$ cat src/hw/rtl/pba_pkg.sv
// Types, constants and size functions of the power-of-two bucket allocator.
`default_nettype none
package pba_pkg;

  localparam int ADDR_W        = 20;
  localparam int BYTES_W       = 21;
  localparam int PS_W          = 5;
  localparam int BKT_W         = 5;
  localparam int CAP_W         = 34;
  localparam int LEFT_W        = 14;
  localparam int MIN_SHIFT     = 3;
  localparam int DEF_PAGE_SHIFT = 12;
  localparam int MIN_PAGE_SHIFT = 6;
  localparam int MAX_PAGE_SHIFT = 16;
  localparam int DEF_HEAP_ADDR_BITS = 20;
  localparam int DEF_NUM_BUCKETS    = 18;
  localparam int DEF_HEADER_BYTES   = 4;
  localparam int DEF_QUEUE_DEPTH    = 2;

  typedef enum logic [1:0] {
    MODE_ALLOC  = 2'd0,
    MODE_FREE   = 2'd1,
    MODE_RESIZE = 2'd2,
    MODE_QUERY  = 2'd3
  } mode_t;

  typedef struct packed {
    mode_t               mode;
    logic [BYTES_W-1:0]  request_bytes;
    logic [ADDR_W-1:0]   block_address;
  } in_t;

  typedef struct packed {
    logic [ADDR_W-1:0]   result_address;
    logic [BYTES_W-1:0]  copy_bytes;
    logic [BYTES_W-1:0]  capacity;
    logic                status;
  } out_t;

  // Classified item handed from front to back.
  typedef struct packed {
    mode_t               mode;
    logic [BYTES_W-1:0]  request_bytes;
    logic [ADDR_W-1:0]   block_address;
    logic [BKT_W-1:0]    bucket;
    logic                fit;
  } q_t;

  typedef enum logic [2:0] {
    ST_IDLE,
    ST_HREAD,
    ST_GRAB,
    ST_CARVE,
    ST_POP,
    ST_FREEOLD
  } bst_t;

  function automatic logic [PS_W-1:0] eff_shift_f(input logic [PS_W-1:0] ps);
    logic [PS_W-1:0] r;
    if (ps < PS_W'(MIN_PAGE_SHIFT)) r = PS_W'(MIN_PAGE_SHIFT);
    else if (ps > PS_W'(MAX_PAGE_SHIFT)) r = PS_W'(MAX_PAGE_SHIFT);
    else r = ps;
    return r;
  endfunction

  function automatic logic [CAP_W-1:0] size_f(input logic [BKT_W-1:0] b);
    return CAP_W'(1) << (6'(b) + 6'(MIN_SHIFT));
  endfunction

  // Usable bytes of bucket b under page shift es.
  function automatic logic [CAP_W-1:0] usable_f(input logic [BKT_W-1:0] b,
                                                input logic [PS_W-1:0] es,
                                                input logic [3:0] hdr);
    logic [CAP_W-1:0] sz;
    logic [CAP_W-1:0] pg;
    logic [CAP_W-1:0] r;
    sz = size_f(b);
    pg = CAP_W'(1) << es;
    if (sz < pg) r = sz - CAP_W'(hdr);
    else r = sz + pg - CAP_W'(hdr);
    return r;
  endfunction

endpackage
`default_nettype wire

$ cat src/hw/rtl/pba_queue.sv
// Short queue of classified items between front and back.
`default_nettype none
module pba_queue #(
  parameter int DEPTH = 2
) (
  input  wire logic        clk,
  input  wire logic        rst_n,
  input  wire logic        push,
  input  wire pba_pkg::q_t wdata,
  input  wire logic        pop,
  output pba_pkg::q_t      rdata,
  output logic             empty,
  output logic             full
);
  import pba_pkg::*;

  localparam int PW = (DEPTH > 1) ? $clog2(DEPTH) : 1;

  q_t            slot_r [DEPTH];
  logic [PW-1:0] wp_r, wp_nxt;
  logic [PW-1:0] rp_r, rp_nxt;
  logic [PW:0]   cnt_r, cnt_nxt;

  assign empty = (cnt_r == '0);
  assign full  = (cnt_r == (PW+1)'(DEPTH));
  assign rdata = slot_r[rp_r];

  always_comb begin
    wp_nxt  = wp_r;
    rp_nxt  = rp_r;
    cnt_nxt = cnt_r;
    if (push) begin
      wp_nxt = (wp_r == PW'(DEPTH - 1)) ? '0 : wp_r + 1'b1;
    end
    if (pop) begin
      rp_nxt = (rp_r == PW'(DEPTH - 1)) ? '0 : rp_r + 1'b1;
    end
    if (push && !pop) cnt_nxt = cnt_r + 1'b1;
    else if (pop && !push) cnt_nxt = cnt_r - 1'b1;
  end

  always_ff @(posedge clk) begin
    if (!rst_n) begin
      wp_r  <= '0;
      rp_r  <= '0;
      cnt_r <= '0;
    end else begin
      wp_r  <= wp_nxt;
      rp_r  <= rp_nxt;
      cnt_r <= cnt_nxt;
    end
  end

  always_ff @(posedge clk) begin
    if (push) slot_r[wp_r] <= wdata;
  end

endmodule
`default_nettype wire

$ cat config.mk
export PLATFORM = sky130hd
export DESIGN_NAME = pba_queue
export DESIGN_NICKNAME = d
export VERILOG_FILES = /design/src/hw/rtl/pba_pkg.sv /design/src/hw/rtl/pba_queue.sv
export SDC_FILE = /design/constraint.sdc
export NUM_CORES = 1
export LEC_CHECK = 0
export ABC_AREA = 1
export BUFFER_PORTS_ARGS = -buffer_cell sky130_fd_sc_hd__buf_2
export CORE_ASPECT_RATIO = 1.75
export CORE_MARGIN = 1.5
export CORE_UTILIZATION = 55
export DETAILED_ROUTE_END_ITERATION = 16
export PLACE_DENSITY = 0.86
export SETUP_SLACK_MARGIN = 0.1
export SLEW_MARGIN = 40
export SYNTH_ARGS = -nofsm -noshare
export SYNTH_HDL_FRONTEND = slang
export SYNTH_SLANG_ARGS = --single-unit
$ cat constraint.sdc
create_clock -name clk -period 8.6 [get_ports clk]
set_input_delay 0.86 -clock clk [delete_from_list [all_inputs] [get_ports clk]]
set_output_delay 0.86 -clock clk [all_outputs]
set_load 0.01 [all_outputs]
# Word level (Yosys, flattened, before mapping)
# Memory sizes are Yosys's and may differ from the RTL's. A register that Yosys moved wholly into a read port is not among the register bits.
# Cells that the tools add are included.
[op_classes]
addsub = 4
eq_ne = 1
mux = 8
n_reduce_logical = 6
[ops]
columns = ["operator", "count"]
rows = [
  ["2-to-1 mux 1 bit", 6],
  ["2-to-1 mux 2 bit", 2],
  ["adder 1 bit, second input constant", 2],
  ["adder 2 x 1 -> 2 bit, second input constant", 1],
  ["equality test 2 bit, second input constant", 1],
  ["logical AND 1 bit", 2],
  ["logical NOT 1 bit", 2],
  ["logical NOT 2 bit", 1],
  ["nonzero test 2 bit", 1],
  ["subtractor 2 x 1 -> 2 bit, second input constant", 1],
]
[word_totals]
register_bits = 4
ramBits = 98
out_inout_bits = 51
wordCells = 23
n_memories = 1
[mem_list]
columns = ["memory", "words", "width", "rd", "rd_clocked_by_memory_dff", "wr", "line", "source"]
rows = [
  ["slot_r", 2, 49, 1, 1, 1, "pba_queue.sv:19", "q_t slot_r [DEPTH];"],
]

# Longest topological paths before layout
[depth]
ltp_word = 4
ltp_mapped = 8
ltp_nobuf = 8

# Least setup slack after synthesis
# OpenSTA, ideal clock, no wires.
[synth_timing]
kind = "input to register"
startpoint = "input port push"
endpoint = "memory slot_r[0][0] (netlist name), enable pin"
setup_ns = 0.457
arrival_time_ns = 2.958
required_time_ns = 8.143
setup_slack_ns = 5.185
path_stages = 2
n_path_buf = 0
path_cell_list = "inv_1 > nor2_1"
[synth_between]
elab_chain_len = 2
[synth_lines]
columns = ["item", "line", "source"]
rows = [
  ["start, declared", "pba_queue.sv:8", "input wire logic push,"],
  ["2-to-1 mux 1 bit", "pba_queue.sv:55", "if (push) slot_r[wp_r] <= wdata;"],
  ["2-to-1 mux 1 bit (not written as such)", "pba_queue.sv:55", ""],
  ["end, declared", "pba_queue.sv:19", ""],
]
# Every way passes these cells.

==> impl_table.tex <==
\begin{tabular}{lr}
\hline
Metric & Value \\
\hline
\multicolumn{2}{l}{\textbf{Layout}} \\
Total number of nets in the final design & 352 \\
Antenna diode instance count & 0 \\
Synth-to-layout area growth & 22.5\% \\
Final instance area & 4660 sq um \\
Fillers & 484 \\
Share of post-route cells with drive strength above 1 & 0.558 \\
\multicolumn{2}{l}{\textbf{Hold path}} \\
Hold crit path type & register to register \\
Cell depth of the worst min-delay path & 3 \\
Hold Crit Start & rp\_r \\
\multicolumn{2}{l}{\textbf{Worst setup path}} \\
Count of cells along the worst register-to-register path & 2 \\
Setup slack on the worst flop-to-flop path & 6.99 ns \\
Startpoint of the lowest-slack register-to-register path & wp\_r \\
Worst path required time & 7.74 ns \\
Critical path data arrival time & 1.77 ns \\
Startpoint type of the worst setup path & register \\
Critical Path Sink Type & primary output \\
CP cell instances & buf\_4 -> mux2\_2 -> buf\_2 \\
Largest stage delay, worst path & 0.54 ns \\
End of the worst register-to-register path & slot\_r[0][39] \\
Standard cell with the maximum stage delay on the critical path & buf\_4 \\
Maximum net fanout on the critical path & 49 \\
Critical setup path kind & register to primary output \\
\multicolumn{2}{l}{\textbf{Floorplanning}} \\
X dimension of the die & 65.9 microns \\
Die area & 7450 sq um \\
Standard-cell rows & 40 \\
Core area & 6810 sq um \\
Die span in y & 113 microns \\
Count of pins on the block boundary & 104 \\
Starting density of the core & 0.560 \\
\multicolumn{2}{l}{\textbf{Synthesis}} \\
Sequential cell area fraction in the yosys report & 0.799 \\
Cell count after synthesis & 187 \\
Average cell area after synthesis & 20.4 sq um \\
Number of warnings issued by yosys & 0 \\
Post-synthesis register bit count & 103 \\
Number of unique standard cell types used by synthesis & 15 \\
Post-synth net total & 241 \\
Post-synthesis instance area & 3810 sq um \\
\multicolumn{2}{l}{\textbf{Clock tree}} \\
Clock latency reported for the late side of the worst-skew pair & 0.33 ns \\
CTS Sinks & 103 \\
Count of hold-fix buffers inserted at cts & 0 \\
PostCTS Resize Cnt & 0 \\
Number of buffers added by the clock tree synthesis step & 9 \\
Clock edge transition at the registers on the reported setup and hold paths & 0.06 ns \\
CTS Root Buffer Type & clkbuf\_16 \\
H-Tree Depth & 3 \\
Clock tree from TritonCTS & built \\
Buffer count from post-CTS setup fixing & 0 \\
Clock Tree Buf Depth & 2 \\
\multicolumn{2}{l}{\textbf{Drt}} \\
Number of DRC violations after detailed-routing iteration 0 & 80 \\
Routed wire length per instance & 15.2 microns \\
Vias & 1939 \\
First-pass DRT Iterations & 4 \\
Antenna viol nets, final & 0 \\
DRC errors left & 0 \\
Total Routed Length & 5.88 mm \\
Vias per cell & 5.01 \\
\multicolumn{2}{l}{\textbf{Timing}} \\
Endpoints failing setup & 0 \\
Setup tns final & 0 ns \\
Smallest hold slack & 0.529 ns \\
Count of pins over their slew limit & 0 \\
Number of failing hold endpoints at the final stage & 0 \\
Worst relative slew slack & 0.556 \\
Maximum frequency from static timing analysis & 381 MHz \\
Final cycle utilization of the critical path & 0.306 \\
Transition time at the pin with the least slew margin & 0.666 ns \\
Clock period minus worst slack & 2.63 ns \\
Fin Clk Skew & 0.00341 ns \\
RSZ-0062 raised after global routing & false \\
\multicolumn{2}{l}{\textbf{Run status}} \\
Status & complete, no violations \\
\multicolumn{2}{l}{\textbf{Global routing}} \\
Overall overflow remaining after global route & 0 \\
Total global-route track usage & 0.167 \\
Antenna violations before repair & 0 \\
Largest net degree at the start of global routing & 50 \\
Wire length of the first global-routing pass & 8.71 mm \\
Via count of the first global-routing pass & 1886 \\
\multicolumn{2}{l}{\textbf{Placed design}} \\
Port-buffer cells & 103 \\
Post-detailed-placement half-perimeter wirelength & 3.93 mm \\
Post-DP Area & 4410 sq um \\
Placer's final routability congestion estimate & 0.757 \\
\multicolumn{2}{l}{\textbf{Flow run}} \\
Number of maximum-capacitance violations & 0 \\
\multicolumn{2}{l}{\textbf{Pwr}} \\
Final Total Pwr & 1.04 mW \\
Total power divided by cell area & 222 nW/um\^{}2 \\
VDD IR max & 0.000175 V \\
Static Leak & 1.82 nW \\
\hline
\end{tabular}
## worst max-delay path: cells and delay by family (launching register included)
| family | cells | cell delay [ns] |
|---|---|---|
| buffers and inverters | 2 | 0.68 |
| DFF | 1 | 0.31 |
| muxes | 1 | 0.43 |
## cell usage after synthesis
library cell | number | area, sq um
nand2_1 | 8 | 30.0
dfxtp_1 | 5 | 100
inv_1 | 8 | 30.0
mux2_2 | 39 | 439
o21ai_0 | 1 | 5.00
edfxtp_1 | 98 | 2940
nor2_1 | 9 | 33.8
buf_4 | 3 | 22.5
mux2_4 | 10 | 150
buf_6 | 1 | 11.3
nand4_1 | 1 | 6.26
a21oi_1 | 1 | 5.00
nand3_1 | 1 | 5.00
ha_1 | 1 | 12.5
buf_8 | 1 | 15.0
## cell type report
| cell class | count | area (sq um) | share of cell area |
|---|---|---|---|
| Clock buffer | 11 | 233 | 0.0499 |
| Clock inverter | 5 | 25.0 | 0.00536 |
| Inverter | 8 | 32.5 | 0.00697 |
| Multi-Input combinational cell | 71 | 694 | 0.149 |
| Sequential cell | 103 | 3040 | 0.653 |
| Tap cell | 84 | 105 | 0.0225 |
| Timing Repair Buffer | 105 | 531 | 0.114 |
## logic make-up (layout without fill, tap and decap cells)
family                     after synthesis  in the layout  synth area share
and+or+nand+nor                         19             19            0.0197
muxes                                   49             49             0.155
DFF                                    103            103             0.799
AOI/OAI and AO/OA                        2              2           0.00263
buffers and inverters                   13            129            0.0207
adders and majority gates                1              1           0.00328
## state kept, by name, indices dropped and copies added (netlist names), named ones only
register  count
rp_r          1
wp_r          1
slot_r       98
cnt_r         2
## how the worst max path moves through the flow
stage                   from            end
floorplan               push   slot_r[0][0]
global placement    register       rdata[9]
detailed placement      push  slot_r[0][21]
CTS                 register       rdata[9]
global route        register      rdata[11]
finish              register       rdata[9]
## cells in the final DEF, fill, tap and decap left out
cell type	netlist	final
nand3_1	1	1
clkbuf_16	0	9
clkinv_2	0	2
nor2_4	0	1
clkbuf_1	0	2
clkinvlp_4	0	1
clkinv_1	0	2
inv_1	8	7
nand2_1	8	8
nand4_1	1	1
buf_2	0	103
dfxtp_2	0	1
mux2_2	39	39
a21oi_1	1	1
ha_1	1	1
o21ai_0	1	1
edfxtp_1	98	98
dfxtp_1	5	4
mux2_4	10	10
buf_4	3	2
nor2_1	9	8
inv_4	0	1
## metal layers
metal / global-route usage / vias to the layer above / share of wire
met2: 0.281 / 63 / 0.55
met4: 0.0986 / 0 / 0.028
met1: 0.178 / 925 / 0.36
li1: - / 937 / -
met5: 0 / - / 0
met3: 0.0577 / 14 / 0.055
## report_power, final
part	total, mW	leakage (nW)	internal, mW	switching [mW]
combinational	0.103	0.729	0.0490	0.0536
sequential	0.586	0.962	0.580	0.00673
clock	0.347	0.124	0.193	0.154
## per-stage QoR
stage | utilization | worst slack (ns) | std cells
5_1_grt | 0.685 | 5.86 | 387
2_1_floorplan | - | 5.18 | 187
3_5_place_dp | 0.647 | 6.27 | 371
6_report | 0.685 | 5.97 | 387
3_3_place_gp | 0.647 | 6.32 | 371
4_1_cts | 0.685 | 5.93 | 387
No activity file was read; power rests on OpenSTA's default activity.
