--- src/hw/rtl/pba_pkg.sv ---
// Types, constants and size functions of the power-of-two bucket allocator.
`default_nettype none
package pba_pkg;

  localparam int ADDR_W        = 20;
  localparam int BYTES_W       = 21;
  localparam int PS_W          = 5;
  localparam int BKT_W         = 5;
  localparam int CAP_W         = 34;
  localparam int LEFT_W        = 14;
  localparam int MIN_SHIFT     = 3;
  localparam int DEF_PAGE_SHIFT = 12;
  localparam int MIN_PAGE_SHIFT = 6;
  localparam int MAX_PAGE_SHIFT = 16;
  localparam int DEF_HEAP_ADDR_BITS = 20;
  localparam int DEF_NUM_BUCKETS    = 18;
  localparam int DEF_HEADER_BYTES   = 4;
  localparam int DEF_QUEUE_DEPTH    = 2;

  typedef enum logic [1:0] {
    MODE_ALLOC  = 2'd0,
    MODE_FREE   = 2'd1,
    MODE_RESIZE = 2'd2,
    MODE_QUERY  = 2'd3
  } mode_t;

  typedef struct packed {
    mode_t               mode;
    logic [BYTES_W-1:0]  request_bytes;
    logic [ADDR_W-1:0]   block_address;
  } in_t;

  typedef struct packed {
    logic [ADDR_W-1:0]   result_address;
    logic [BYTES_W-1:0]  copy_bytes;
    logic [BYTES_W-1:0]  capacity;
    logic                status;
  } out_t;

  // Classified item handed from front to back.
  typedef struct packed {
    mode_t               mode;
    logic [BYTES_W-1:0]  request_bytes;
    logic [ADDR_W-1:0]   block_address;
    logic [BKT_W-1:0]    bucket;
    logic                fit;
  } q_t;

  typedef enum logic [2:0] {
    ST_IDLE,
    ST_HREAD,
    ST_GRAB,
    ST_CARVE,
    ST_POP,
    ST_FREEOLD
  } bst_t;

  function automatic logic [PS_W-1:0] eff_shift_f(input logic [PS_W-1:0] ps);
    logic [PS_W-1:0] r;
    if (ps < PS_W'(MIN_PAGE_SHIFT)) r = PS_W'(MIN_PAGE_SHIFT);
    else if (ps > PS_W'(MAX_PAGE_SHIFT)) r = PS_W'(MAX_PAGE_SHIFT);
    else r = ps;
    return r;
  endfunction

  function automatic logic [CAP_W-1:0] size_f(input logic [BKT_W-1:0] b);
    return CAP_W'(1) << (6'(b) + 6'(MIN_SHIFT));
  endfunction

  // Usable bytes of bucket b under page shift es.
  function automatic logic [CAP_W-1:0] usable_f(input logic [BKT_W-1:0] b,
                                                input logic [PS_W-1:0] es,
                                                input logic [3:0] hdr);
    logic [CAP_W-1:0] sz;
    logic [CAP_W-1:0] pg;
    logic [CAP_W-1:0] r;
    sz = size_f(b);
    pg = CAP_W'(1) << es;
    if (sz < pg) r = sz - CAP_W'(hdr);
    else r = sz + pg - CAP_W'(hdr);
    return r;
  endfunction

endpackage
`default_nettype wire

--- src/hw/rtl/pba_front.sv ---
// Front end: accept items and find the bucket each request needs.
`default_nettype none
module pba_front #(
  parameter int NUM_BUCKETS  = 18,
  parameter int HEADER_BYTES = 4
) (
  input  wire logic                   start,
  input  wire logic                   busy,
  input  wire pba_pkg::in_t           in_data,
  input  wire logic [pba_pkg::PS_W-1:0] es,
  output logic                        push,
  output pba_pkg::q_t                 entry
);
  import pba_pkg::*;

  logic [BKT_W-1:0] bkt;
  logic             fit;

  // Smallest bucket whose usable size covers the request.
  always_comb begin
    bkt = '0;
    fit = 1'b0;
    for (int i = NUM_BUCKETS - 1; i >= 0; i--) begin
      if (CAP_W'(in_data.request_bytes) <= usable_f(BKT_W'(i), es, 4'(HEADER_BYTES))) begin
        bkt = BKT_W'(i);
        fit = 1'b1;
      end
    end
  end

  assign push                = start && !busy;
  assign entry.mode          = in_data.mode;
  assign entry.request_bytes = in_data.request_bytes;
  assign entry.block_address = in_data.block_address;
  assign entry.bucket        = bkt;
  assign entry.fit           = fit;

endmodule
`default_nettype wire

--- config.mk ---
export PLATFORM = sky130hd
export DESIGN_NAME = pba_front
export DESIGN_NICKNAME = d
export VERILOG_FILES = /design/src/hw/rtl/pba_pkg.sv /design/src/hw/rtl/pba_front.sv
export SDC_FILE = /design/constraint.sdc
export NUM_CORES = 1
export LEC_CHECK = 0
export ABC_CLOCK_PERIOD_IN_PS = 7390
export BUFFER_PORTS_ARGS = -buffer_cell sky130_fd_sc_hd__buf_2
export CORE_AREA = 5 5 198 104
export DETAILED_ROUTE_END_ITERATION = 10
export DIE_AREA = 0 0 203 109
export PLACE_DENSITY = 0.81
export SYNTH_ARGS = -nofsm -noshare
export SYNTH_HDL_FRONTEND = slang
export SYNTH_SLANG_ARGS = --single-unit
--- constraint.sdc ---
create_clock -name vclk -period 7.39
set_input_delay 1.1085 -clock vclk [all_inputs]
set_output_delay 1.1085 -clock vclk [all_outputs]
set_load 0.02 [all_outputs]
* Yosys cells after proc, flatten, opt, wreduce, memory -nomap -nowiden *
Index checks and enable logic that the tools add are counted.
Widths: inputs -> output; s select.

storage, ports and cells
  register bits after elaboration = 0
  bits in latches = 0
  RAM bits = 0
  bits in read-only memories = 0
  output and inout port bits = 50
  word-level logic and storage cells = 129
  memories kept = 0

cells by class
  $add $sub $neg = 36
  multiply operators = 0
  div/mod/pow operators = 0
  $lt $le $gt $ge = 36
  equality and inequality tests = 0
  shift operators = 1
  mux-type cells = 54
  bitwise logic cells = 0
  reductions and logical operators = 2

operators with widths
  kind                    number
  $le 21x34->1            18
  $mux 34                 18
  $sub 34x3->34 const B   18
  $mux 5                  18
  $add 10x34->34 const A  1
  $add 11x34->34 const A  1
  $add 12x34->34 const A  1
  $add 13x34->34 const A  1
  $add 14x34->34 const A  1
  $add 15x34->34 const A  1
  $add 16x34->34 const A  1
  $add 17x34->34 const A  1
  $add 18x34->34 const A  1
  $add 19x34->34 const A  1
  $add 20x34->34 const A  1
  $add 21x34->34 const A  1
  $add 4x34->34 const A   1
  $add 5x34->34 const A   1
  $add 6x34->34 const A   1
  $add 7x34->34 const A   1
  $add 8x34->34 const A   1
  $add 9x34->34 const A   1
  $lt 10x34->1 const A    1
  $lt 11x34->1 const A    1
  other kinds (20)        37

* Logic depth before layout (Yosys ltp) *
Gate-level depths: netlist of the first run.

  depth after elaboration = 23
  gate-level depth with buffers = 23
  depth with buffers taken out = 19

* Worst setup path after synthesis of the first run *
No wires, ideal clock.

  path type = input to output
  from = input es[0] in the netlist's numbering
  to = output entry[0] in the netlist's numbering
  data arrival time = 5.802 ns
  path slack = 0.480 ns
  cell stages on the path = 21
  path through = clkbuf_1 inv_1 clkbuf_1 and3_1 inv_1 ha_1 clkbuf_1 a21boi_0 o21ai_0 nand2b_1 or2_2 ha_1 and4_1 nand3_2 or4_1 o311a_1 a211oi_2 nand2b_1 or4b_4 or4_4 buf_4

between the ends
  longest elaborated chain between the ends = 23
  elaborated cells between the ends (all ways) = 109
  classes of those cells = add/sub: 36; order compare: 36; shift: 1; mux: 36

RTL lines
  element                RTL line         source
  start: declaration     pba_front.sv:10  input wire logic [pba_pkg::PS_W-1:0] es,
  $shl 1x5->34 (*)       pba_pkg.sv:78    pg = CAP_W'(1) << es;
  $add 21x34->34         pba_pkg.sv:80    else r = sz + pg - CAP_W'(hdr);
  $sub 34x3->34          pba_pkg.sv:80
  $mux 34                pba_pkg.sv:79    if (sz < pg) r = sz - CAP_W'(hdr);
  $le 21x34->1           pba_front.sv:24  if (CAP_W'(in_data.request_bytes) <= usable_f(BKT_W'(i), es, 4'(HEADER_BYTES))) begin
  $mux 1 (17 in series)  pba_front.sv:24
  $mux 1 (*)             pba_front.sv:24
  end: declaration       pba_front.sv:12  output pba_pkg::q_t entry

Mark *: on every way between the ends. The rest lies on a longest branch, timed or not.

==> reports/qor.csv, run 1 <==
stage,metric,value,unit
outcome,run_status,finished clean,
routing,initialDrtViolationCount,1419,
placed_design,gp_congestion,1.06,
routing,drc_errors,0,
worst_setup_path,end_kind,output pin,
synth,synth.area.mux_share,0.00186,
timing,fin_hold_ws,2220,ps
synth,ys_seq_area_frac,0,
synth,netlist_area,10800,sq um
synth,synth_top_area_cell,ha_1,
routing,wl,39000,microns
timing,tightest_slew,889,ps
timing,slew_headroom,0.406,
worst_hold_path,holdCritPathClass,in2out,
power_and_ir_drop,vdd_ir_drop_max,32.7,uV
power_and_ir_drop,power_density,59.6,nW/um^2
clocking,cts-hold-fix-buffers,0,
power_and_ir_drop,power.total,0.696,mW
routing,drt-wirelength-per-cell,21.3,microns
power_and_ir_drop,power.leakage,6.17,nW
final_layout,area_growth,8.17,%
job,max-cap-violations,0,
final_layout,seq_area,0,sq um
final_layout,final_cell_area,11700,sq um
routing,vias,12000,
global_routing,grt_overflow,0,
clocking,cts_repair_resize_count,0,
floorplanning,die_h,109,microns
timing,tns,0,ps
final_layout,diodes,0,
worst_setup_path,worst-setup-path-type,in2out,
worst_setup_path,crit_path_start_kind,input pin,
timing,fin_crit,7150,ps
global_routing,antenna_found_initial,0,
synth,synth_commonest_cells,"382 x ha_1, 165 x nor2_1, 122 x a21oi_1",
synth,syn_inst,1450,
timing,setup_viol,0,
floorplanning,dieWidth,203,microns
routing,detail-route-antenna-nets,0,
worst_setup_path,crit_fanout,14,
global_routing,grt_max_degree,60,
final_layout,fin_cells,1835,
final_layout,fillCellCount,1810,
final_layout,multiInputGateArea,10700,sq um
timing,max_freq,140,MHz
final_layout,seq_cells,0,
timing,finalHoldViolCount,0,
floorplanning,num_io_pins,100,
final_layout,fin_util,0.618,
synth,synth_cell_types,74,
placed_design,pre_cts_ws,314,ps
floorplanning,fp.dieArea,22100,sq um
synth,synth_most_common_cell,ha_1,
synth,synth-warning-count,0,
placed_design,placed_area,11700,sq um
synth,synth-compound-area-share,0.232,
floorplanning,core,18900,sq um
timing,finalWorstSetupSlack,241,ps
timing,rsz0062_at_grt,false,
final_layout,drive_above_1_share,0.0775,
routing,viasPerCell,6.56,
global_routing,grt_pass1_wl,60400,microns
synth,synthSimpleGateAreaFrac,0.258,
floorplanning,num_rows,36,
global_routing,first_global_vias,11200,
placed_design,io_buffer_count,56,
timing,finalCritPeriodShare,0.967,
final_layout,nets,2022,
synth,syn_avg_cell_area,7.44,sq um
clocking,post-cts-setup-buffer-count,0,
synth,synthXorXnorAreaFrac,0.00406,
synth,synth_top_family_by_area,adder cells,
placed_design,dp_hpwl,28700,microns
final_layout,clock_buffers,0,
routing,dr.pass1.iters,5,
worst_setup_path,crit_required,6280,ps
synth,netlist.area_leader.share,0.443,
timing,slew_violations,0,
floorplanning,start_util,0.571,
synth,synth_area_leaders,"ha_1 44%, nor2_1 5.7%, a21oi_1 5.7%",
worst_setup_path,cp.arrival,6040,ps
placed_design,placed_cells,1835,
global_routing,grt.total_usage,0.342,
synth,synth-adder-area-share,0.443,
## cells by family after synthesis
family / after synthesis
AO/OA/AOI/OAI: 383
XOR/XNOR: 5
AND/OR/NAND/NOR: 545
adder cells (fa/ha/maj): 382
buffers and inverters: 132
other: 1
multiplexers: 2
## worst max-delay path: stages
cell and delay [ps]:
buf_2 250, nor2_4 60, and3_1 210, inv_1 120, ha_1 380, nor2_1 80, a32oi_1 220, o21ai_0 120
or2_2 320, ha_1 270, and4_1 200, nand3_2 100, or4_1 530, o311a_1 160, a211oi_2 430, nand2b_1 180
or4b_4 600, or4_4 540, buf_2 170
## final timing paths
path   startpoint         to  slack [ps]  cells after the start
max         es[3]   entry[0]         240                     19
min   in_data[16]  entry[22]        2220                      0
## area by class of cell
type                            instances  area share
Inverter                               36      0.0116
Timing Repair Buffer                   91      0.0466
Tap cell                              247      0.0265
Multi-Input combinational cell       1461       0.915
## placed cells by master (no fill, tap or decap), drive strengths merged, types with 10 or more instances in the layout
cell type,count
nand3,58
o211ai,12
a21o,57
and4,10
buf,91
nand2b,25
nor4,14
inv,34
ha,382
a211oi,23
o21a,20
nand2,73
nor3,36
conb,144
a21oi,122
and2,10
nor2b,21
o21ai,68
and3,45
nand4,60
nor2,165
## metal layers
layer / track usage / routed length, microns / up-vias
met1: 0.505 / 17400 / 5511
met5: 0 / 0 / -
met4: 0.0881 / 1180 / 0
met2: 0.491 / 14500 / 769
li1: - / - / 5640
met3: 0.0880 / 5910 / 109
## power by group
part | switching [mW] | total (mW) | leakage [nW] | internal, mW
clock network | 0 | 0 | 0 | 0
registers | 0 | 0 | 0 | 0
logic | 0.442 | 0.696 | 6.17 | 0.254
total | 0.442 | 0.696 | 6.17 | 0.254
(Power assumes the default switching activity.)
==> inputs of run 2 (changes only) <==
--- a/config.mk
+++ b/config.mk
@@ -7,10 +7,10 @@
 export LEC_CHECK = 0
 export ABC_CLOCK_PERIOD_IN_PS = 7390
 export BUFFER_PORTS_ARGS = -buffer_cell sky130_fd_sc_hd__buf_2
-export CORE_AREA = 5 5 198 104
+export CORE_AREA = 5 5 218 114
 export DETAILED_ROUTE_END_ITERATION = 10
-export DIE_AREA = 0 0 203 109
-export PLACE_DENSITY = 0.81
+export DIE_AREA = 0 0 223 119
+export PLACE_DENSITY = 0.69
 export SYNTH_ARGS = -nofsm -noshare
 export SYNTH_HDL_FRONTEND = slang
 export SYNTH_SLANG_ARGS = --single-unit
==> run 2 against run 1 <==
Total power decreased by 0.83%. Hold slack about the same. Die area grew 20%. Critical path type unchanged. Non-clock buffer count rose by 3. Sequential share of layout area did not move. Design area rose by 0.84%. First-iteration DRC count down 23%. Final cell count grew 3.4%. Global-route usage is 5.7 points lower.
==> reports/qor.csv, run 2 (synthesized netlist as in run 1, its figures left out) <==
stage,metric,value,unit,change
final_layout,multiInputGateArea,10700,sq um,unchanged
worst_hold_path,holdCritPathClass,in2out,,
placed_design,gp_congestion,0.972,,-8.1%
final_layout,diodes,0,,unchanged
routing,drt-wirelength-per-cell,21.2,microns,-0.37%
placed_design,dp_hpwl,28700,microns,about the same
clocking,cts_repair_resize_count,0,,unchanged
final_layout,area_growth,9.07,%,
timing,tightest_slew,851,ps,-37.7 ps
floorplanning,die_h,119,microns,+9.2%
timing,setup_viol,0,,unchanged
final_layout,seq_area,0,sq um,unchanged
power_and_ir_drop,vdd_ir_drop_max,48.8,uV,+49%
power_and_ir_drop,power.total,0.690,mW,-0.83%
routing,initialDrtViolationCount,1086,,-23%
worst_setup_path,cp-startpoint,es[1],,
timing,finalHoldViolCount,0,,unchanged
floorplanning,num_io_pins,100,,unchanged
final_layout,drive_above_1_share,0.0792,,+0.00174
floorplanning,fp.dieArea,26500,sq um,+20%
final_layout,fillCellCount,2198,,+21%
global_routing,grt_overflow,0,,unchanged
final_layout,seq_cells,0,,unchanged
final_layout,nets,2025,,+0.15%
timing,finalCritPeriodShare,0.956,,-0.0113
timing,max_freq,142,MHz,+1.2%
worst_setup_path,crit_required,6280,ps,about the same
timing,slew_violations,0,,unchanged
power_and_ir_drop,power.leakage,6.19,nW,+0.25%
routing,viasPerCell,6.36,,-2.9%
routing,drc_errors,0,,unchanged
outcome,run_status,finished clean,,
final_layout,final_common_cell,ha_1,,
floorplanning,num_rows,39,,+8.3%
global_routing,grt_max_degree,60,,unchanged
floorplanning,start_util,0.478,,-0.0930
routing,wl,40200,microns,+3.1%
timing,rsz0062_at_grt,false,,
global_routing,grt_pass1_wl,62100,microns,+2.9%
timing,slew_headroom,0.429,,+0.0223
routing,detail-route-antenna-nets,0,,unchanged
clocking,cts-hold-fix-buffers,0,,unchanged
worst_setup_path,worst-setup-path-type,in2out,,
clocking,post-cts-setup-buffer-count,0,,unchanged
placed_design,io_buffer_count,56,,unchanged
worst_setup_path,cp.arrival,5960,ps,-80 ps
worst_setup_path,end_kind,output pin,,
routing,vias,12100,,+0.41%
worst_setup_path,crit_path_start_kind,input pin,,
final_layout,final_cell_mix,"382 x ha_1, 162 x nor2_1, 144 x conb_1",,
job,max-cap-violations,0,,unchanged
final_layout,clock_buffers,0,,unchanged
floorplanning,core,22500,sq um,+19%
global_routing,antenna_found_initial,0,,unchanged
timing,fin_crit,7070,ps,-83.8 ps
worst_setup_path,cp-endpoint,entry[0],,
global_routing,grt.total_usage,0.285,,-0.0571
power_and_ir_drop,power_density,58.6,nW/um^2,-1.6%
floorplanning,dieWidth,223,microns,+9.9%
timing,tns,0,ps,unchanged
worst_setup_path,crit_fanout,14,,unchanged
global_routing,first_global_vias,11800,,+5.2%
routing,dr.pass1.iters,5,,unchanged
-- run 2: critical path, stage by stage --
cell and delay, ps:
buf_2 80, nor2b_1 240, buf_4 290, nand3_1 170, ha_1 310, inv_1 180, nand2_1 110, o21ai_0 190
a22o_1 340, nor2_1 90, ha_1 330, nand4_1 130, or4_1 490, o311a_1 160, a211oi_2 290, nand2b_1 140
or4b_4 590, or4_4 530, buf_2 170
-- run 2: power breakdown --
part	total (mW)	internal (mW)	leakage, nW	switching (mW)
Clock	0	0	0	0
Sequential	0	0	0	0
Combinational	0.690	0.253	6.19	0.437
Total	0.690	0.253	6.19	0.437
-- run 2: per-layer routing --
layer | share of wire | global-route usage | vias up
met2 | 0.43 | 0.473 | 577
met1 | 0.43 | 0.377 | 5712
met5 | 0 | 0 | -
li1 | - | - | 5647
met4 | 0.046 | 0.115 | 0
met3 | 0.089 | 0.0379 | 142
-- run 2: worst min path at each step --
stage | start | slack, ps | endpoint | depth (start not counted)
2_1_floorplan | busy | 2300 | push | 1
3_3_place_gp | in_data[14] | 2220 | entry[20] | 0
3_5_place_dp | in_data[14] | 2220 | entry[20] | 0
4_1_cts | in_data[14] | 2220 | entry[20] | 0
5_1_grt | in_data[17] | 2220 | entry[23] | 0
6_report | in_data[4] | 2220 | entry[10] | 0
-- run 2: area by class of cell --
class,instances,share of cell area
inverters,36,0.0115
well taps,307,0.0327
multi-input cells,1461,0.908
repair buffers,94,0.0481
-- run 2: metrics by stage --
| step | worst slack (ps) | instances | hold WS, ps | cell area, sq um | util |
|---|---|---|---|---|---|
| after floorplan | 480 | 1593 | 2300 | 11300 | - |
| final | 325 | 1898 | 2220 | 11800 | 0.522 |
| after global placement | 544 | 1898 | 2220 | 11800 | 0.522 |
| after CTS | 380 | 1898 | 2220 | 11800 | 0.522 |
| after detailed placement | 388 | 1898 | 2220 | 11800 | 0.522 |
| after global routing | 61.6 | 1898 | 2220 | 11800 | 0.522 |
